--- config.mk ---
export PLATFORM = sky130hd
export DESIGN_NAME = rhh_front
export DESIGN_NICKNAME = d
export VERILOG_FILES = /design/src/design/rhh_pkg.sv /design/src/design/rhh_front.sv
export SDC_FILE = /design/constraint.sdc
export NUM_CORES = 1
export LEC_CHECK = 0
export ABC_AREA = 1
export BUFFER_PORTS_ARGS = -buffer_cell sky130_fd_sc_hd__buf_4
export CORE_ASPECT_RATIO = 1.1
export CORE_UTILIZATION = 52
export CTS_BUF_LIST = sky130_fd_sc_hd__clkbuf_4
export DETAILED_ROUTE_END_ITERATION = 8
export GPL_ROUTABILITY_DRIVEN = 1
export MAX_ROUTING_LAYER = met4
export PLACE_DENSITY = 0.89
export SYNTH_ARGS = -nofsm -noshare
export SYNTH_HDL_FRONTEND = slang
export SYNTH_SLANG_ARGS = --single-unit
--- constraint.sdc ---
create_clock -name clk_i -period 5.1 [get_ports clk_i]
set_input_delay 1.02 -clock clk_i [delete_from_list [all_inputs] [get_ports clk_i]]
set_output_delay 1.02 -clock clk_i [all_outputs]
set_load 0.01 [all_outputs]
--- src/design/rhh_pkg.sv ---
// rhh_pkg: shared types, status codes and constants of the robin hood hash table
// depends on nothing; used by every module of the block
package rhh_pkg;

  localparam int unsigned TableSlotsDef = 1024;
  localparam int unsigned KeyWidthDef   = 32;
  localparam int unsigned KeyMaxW       = 64;
  localparam int unsigned HashW         = 31;
  localparam int unsigned LoadNum       = 8;
  localparam int unsigned LoadDen       = 10;

  typedef enum logic [2:0] {
    ST_INSERTED = 3'd0,
    ST_PRESENT  = 3'd1,
    ST_FOUND    = 3'd2,
    ST_MISSING  = 3'd3,
    ST_FULL     = 3'd4
  } status_e;

  typedef enum logic {
    OP_INSERT = 1'b0,
    OP_FIND   = 1'b1
  } op_e;

  typedef struct packed {
    logic        req_type;
    logic [31:0] key;
    logic [30:0] hash_value;
  } req_t;

  typedef struct packed {
    logic [2:0] status;
    logic [9:0] slot_index;
  } rsp_t;

  // decoded request handed from front to back
  typedef struct packed {
    op_e                op;
    logic [KeyMaxW-1:0] key;
    logic [HashW-1:0]   hash;
  } cmd_t;

endpackage

--- src/design/rhh_front.sv ---
// rhh_front: accepts request beats, decodes and masks them, and queues them
// depends on rhh_pkg
module rhh_front #(
  parameter int unsigned KEY_WIDTH = rhh_pkg::KeyWidthDef
) (
  input  logic          clk_i,
  input  logic          rst_ni,
  input  logic          in_valid_i,
  output logic          in_ready_o,
  input  rhh_pkg::req_t in_data_i,
  output logic          cmd_valid_o,
  input  logic          cmd_ready_i,
  output rhh_pkg::cmd_t cmd_o
);

  localparam int unsigned KW = rhh_pkg::KeyMaxW;

  rhh_pkg::cmd_t fifo_q [2];
  logic          wptr_q, rptr_q;
  logic [1:0]    cnt_q;
  rhh_pkg::cmd_t dec;
  logic [KW-1:0] key_ext, key_mask;
  logic          push, pop;

  assign key_ext  = {{(KW-32){1'b0}}, in_data_i.key};
  assign key_mask = {KW{1'b1}} >> (KW - KEY_WIDTH);

  always_comb begin
    dec.op   = in_data_i.req_type ? rhh_pkg::OP_FIND : rhh_pkg::OP_INSERT;
    dec.key  = key_ext & key_mask;
    dec.hash = in_data_i.hash_value;
  end

  assign in_ready_o  = (cnt_q != 2'd2);
  assign cmd_valid_o = (cnt_q != 2'd0);
  assign cmd_o       = fifo_q[rptr_q];
  assign push        = in_valid_i && in_ready_o;
  assign pop         = cmd_valid_o && cmd_ready_i;

  always_ff @(posedge clk_i or negedge rst_ni) begin
    if (!rst_ni) begin
      wptr_q <= 1'b0;
      rptr_q <= 1'b0;
      cnt_q  <= 2'd0;
    end else begin
      if (push) begin
        fifo_q[wptr_q] <= dec;
        wptr_q         <= ~wptr_q;
      end
      if (pop) rptr_q <= ~rptr_q;
      cnt_q <= cnt_q + {1'b0, push} - {1'b0, pop};
    end
  end

endmodule

After elaboration in Yosys (flattened, before gate mapping)
Memories as Yosys holds them, arrays and structs flattened. Index checks and enable logic that the tools add are counted.

$mul: 0. Bitwise operators: 2. Shift operators: 0. $add $sub $neg: 2. Equality and inequality tests: 1. Muxes and demuxes: 3. $lt $le $gt $ge: 0. Reductions and logical operators: 4. Div/mod/pow operators: 0.

Operators by type and width (number): logical AND 1 bit (3); 2-to-1 mux 1 bit (3); adder 2 x 1 -> 2 bit (1); != test 2 bit (second input constant) (1); inverter 1 bit (2); nonzero test 2 bit (1); subtractor 2 x 1 -> 2 bit (1).

Output and inout port bits: 98. RAM bits: 128. Memory bits (read-only): 0. Register bits: 4. Latch bits: 0. Memories: 1. Input port bits: 68. Logic and storage cells: 16.

Memories: fifo_q (depth 2, bits a word 64, rd ports 1, clocked after Yosys merged registers in 0, write ports 1, RTL line rhh_front.sv:18) `rhh_pkg::cmd_t fifo_q [2];`.

Logic depth before layout (Yosys ltp)
Word-level depth: 5. Gate-level depth with buffers: 10. Mapped depth without buffers: 10.

Least setup slack after synthesis
OpenSTA, ideal clock, no wires.

Path kind: in2reg. Start: input port in_valid_i. End: memory fifo_q[0][0] in the netlist's numbering (enable). Stages on the path: 2. Library setup time: 0.486 ns. Arrival: 3.794 ns. Slack: 0.820 ns. Path buffers: 0. Required time: 4.614 ns. Cell sequence: nand3_1 nor2_1.

Longest elaborated chain between the ends: 4.

RTL lines: start, declared (RTL line rhh_front.sv:8) `input logic in_valid_i,`; logical AND 1 bit (RTL line rhh_front.sv:37) `assign push = in_valid_i && in_ready_o;`; 2-to-1 mux 1 bit (RTL line rhh_front.sv:46) `if (push) begin`; logical AND 1 bit (implied by the code) (RTL line rhh_front.sv:47) `fifo_q[wptr_q] <= dec;`; 2-to-1 mux 1 bit (implied by the code) (RTL line rhh_front.sv:47); end, declared (RTL line rhh_front.sv:18).

Every way passes these cells.

==> impl_metrics.csv <==
group,metric,value,unit
worst_setup_path,r2r_start,"cnt_q[0]$_DFF_PN0_",
placement,dp_hpwl,5.87,mm
route,totalWireLength,9.20,mm
floorplan,die_y,107,um
worst_setup_path,startpoint,"rptr_q$_DFFE_PN0P_",
synth,synth_compound_area_frac,0,
synth,synth.area.top_cells,"edfxtp_1, nand2_1, buf_4, buf_6, dfrtp_1",
clock_tree,htreeDepth,4,
timing,slew_violations,0,
placement,place_congestion,0.740,
cells_and_area,drive_above_1_share,0.307,
status,status,"completed",
timing,post-route-period-util,0.615,
worst_setup_path,worst_path_most_repeated_cell,"nand2_1",
floorplan,rows,37,
clock_tree,clk_latency,0.49,ns
worst_setup_path,path_cells,"inv_2 -> nand2_1 -> nand2_1 -> buf_4",
timing,rsz0062_at_grt,"false",
clock_tree,clk_path_buf_depth,2,
timing,max_slew_margin,0.263,
power_and_ir_drop,powerDensity,491,nW/um^2
cells_and_area,final_cell_count_no_fill,671,
cells_and_area,stdcell_area,6370,sq um
clock_tree,postCtsHoldBufs,0,
clock_tree,cts_setup_buffers,0,
synth,synthSimpleGateAreaFrac,0.154,
synth,synthTopCellsByCount,"nand2_1, edfxtp_1, buf_4, buf_6, inv_1",
timing,period_needed,3.14,ns
global_route,grtUsageMet2,0.305,
power_and_ir_drop,vdd_ir_drop_max,305,uV
synth,synth-seq-cells,132,
placement,place_area,6100,sq um
floorplan,die_w,97.2,um
route,wire_per_inst,13.7,um
clock_tree,cts_tree,"built",
power_and_ir_drop,leakage,2.80,nW
timing,timing.hold.ws,0.321,ns
cells_and_area,n_antenna_cell,0,
cells_and_area,utilization,0.668,
cells_and_area,finish.net_count,611,
global_route,met3_usage,0.0671,
synth,yosysMostFrequentCell,"nand2_1",
synth,syn_avg_cell_area,12.9,sq um
clock_tree,cts_buffers,17,
timing,finalSetupTns,0,ns
synth,synth.area.mux_share,0,
synth,synthFlopType,"edfxtp_1",
route,drtAntennaViolNets,0,
worst_setup_path,worstSetupPathType,"reg2out",
worst_setup_path,crit_slowest_cell,"inv_2",
timing,final.setup.worst_slack,1.96,ns
global_route,grt_usage,0.185,
global_route,antenna_found_initial,0,
synth,syn-cell-area,5180,sq um
global_route,overflow,0,
synth,ys_seq_area_frac,0.761,
worst_setup_path,crit_required,4.08,ns
synth,synth_xor_xnor_area_share,0,
floorplan,start_util,0.543,
synth,synth_top_family_by_area,"simple AND/OR/NAND/NOR gates",
placement,place_ws,2.26,ns
worst_setup_path,critPathCaptureType,"output pin",
hold_path,worstHoldPathType,"in2async",
synth,synth_top_area_frac,0.742,
timing,worst_pin_slew,1.11,ns
global_route,grt_max_degree,66,
synth,synth_fa_ha_area_frac,0.00483,
floorplan,die-area,10400,sq um
worst_setup_path,start_kind,"flop",
worst_setup_path,crit_fanout,65,
synth,synth-edff-count,128,
worst_setup_path,arrival,2.12,ns
floorplan,io_pins,166,
clock_tree,cts_num_sinks,132,
cells_and_area,syn_to_final_growth,22.9,%
route,via_per_inst,4.84,
synth,synth.distinct_cells,12,
clock_tree,cts.clk_slew.worst_paths,0.09,ns
power_and_ir_drop,report.power.total,3.13,mW
route,first_iter_violations,194,
timing,hold_violations,0,
synth,async_flop_share,0.0303,
timing,finalSetupViolCount,0,
route,dr_total_vias,3248,
floorplan,core,9540,sq um
timing,fin_skew,0.0165,ns
timing,fmax,319,MHz
clock_tree,cts_resized,0,
clock_tree,cts_root_buffer,"clkbuf_4",
synth,synth_cells,401,
global_route,grt_pass1_wl,14.0,mm
route,firstDrtPassIters,6,
placement,place_inst,639,
synth,synth_largest_area_cell,"edfxtp_1",
synth,synth_warnings,0,
global_route,grt_pass1_vias,3115,
placement,io_buffers,133,
global_route,grt.met1_usage,0.199,
flow_run,drv_cap,0,
global_route,gr-max-usage-layer,"met2",
worst_setup_path,slowest_delay,0.76,ns
route,drc_errors,0,
final cells by class:
| cell class | count | area, sq um |
|---|---|---|
| clock buffer | 20 | 150 |
| multi-input combinational | 245 | 957 |
| sequential | 132 | 3950 |
| inverter | 9 | 33.8 |
| fill | 695 | 3170 |
| tap | 117 | 146 |
| clock inverter | 12 | 114 |
| timing repair buffer | 136 | 1020 |
per-layer routing:
metal / wire length [um] / up-vias
li1: - / 1552
met1: 3580 / 1499
met2: 4780 / 171
met3: 629 / 26
met4: 206 / 0
met5: 0 / -
cells in the final DEF (no fill, tap or decap), drive strengths merged:
cell type,instances
clkbuf,20
clkinvlp,1
dfrtp,4
nor2,2
edfxtp,128
nand3,4
nand2,205
inv,9
conb,32
clkinv,9
ha,2
bufinv,2
buf,136
final timing paths:
check / end / slack [ns] / cells after the start
worst max-delay path: cmd_o[51] / 1.96 / 4
worst min-delay path: rptr_q$_DFFE_PN0P_ / 0.32 / 1
worst max register to register: fifo_q[0][27]$_DFFE_PP_ / 2.85 / 5
worst min register to register: wptr_q$_DFFE_PN0P_ / 0.51 / 2
max in group asynchronous: rptr_q$_DFFE_PN0P_ / 4.67 / 1
min in group clk_i: wptr_q$_DFFE_PN0P_ / 0.51 / 2
state kept, by name, indices dropped and copies added (netlist names):
name,cells
fifo_q,128
rptr_q,1
wptr_q,1
cnt_q,2
kinds of logic (layout without fill, tap and decap cells):
logic type	after synthesis	after routing
simple gates	211	211
buf+inv	55	177
fa+ha+maj	2	2
flops	132	132
other cells	1	32
critical path, delay by kind of cell (launching register included):
family | cells | cell delay (ns)
buf+inv | 2 | 0.89
simple gates | 2 | 0.25
flops | 1 | 0.42
report_power, final:
part           switching [mW]  leakage (nW)  internal, mW
sequential             0.0379          1.22          1.35
clock                   0.337         0.151         0.300
combinational           0.656          1.43         0.448
(Power assumes the default switching activity.)
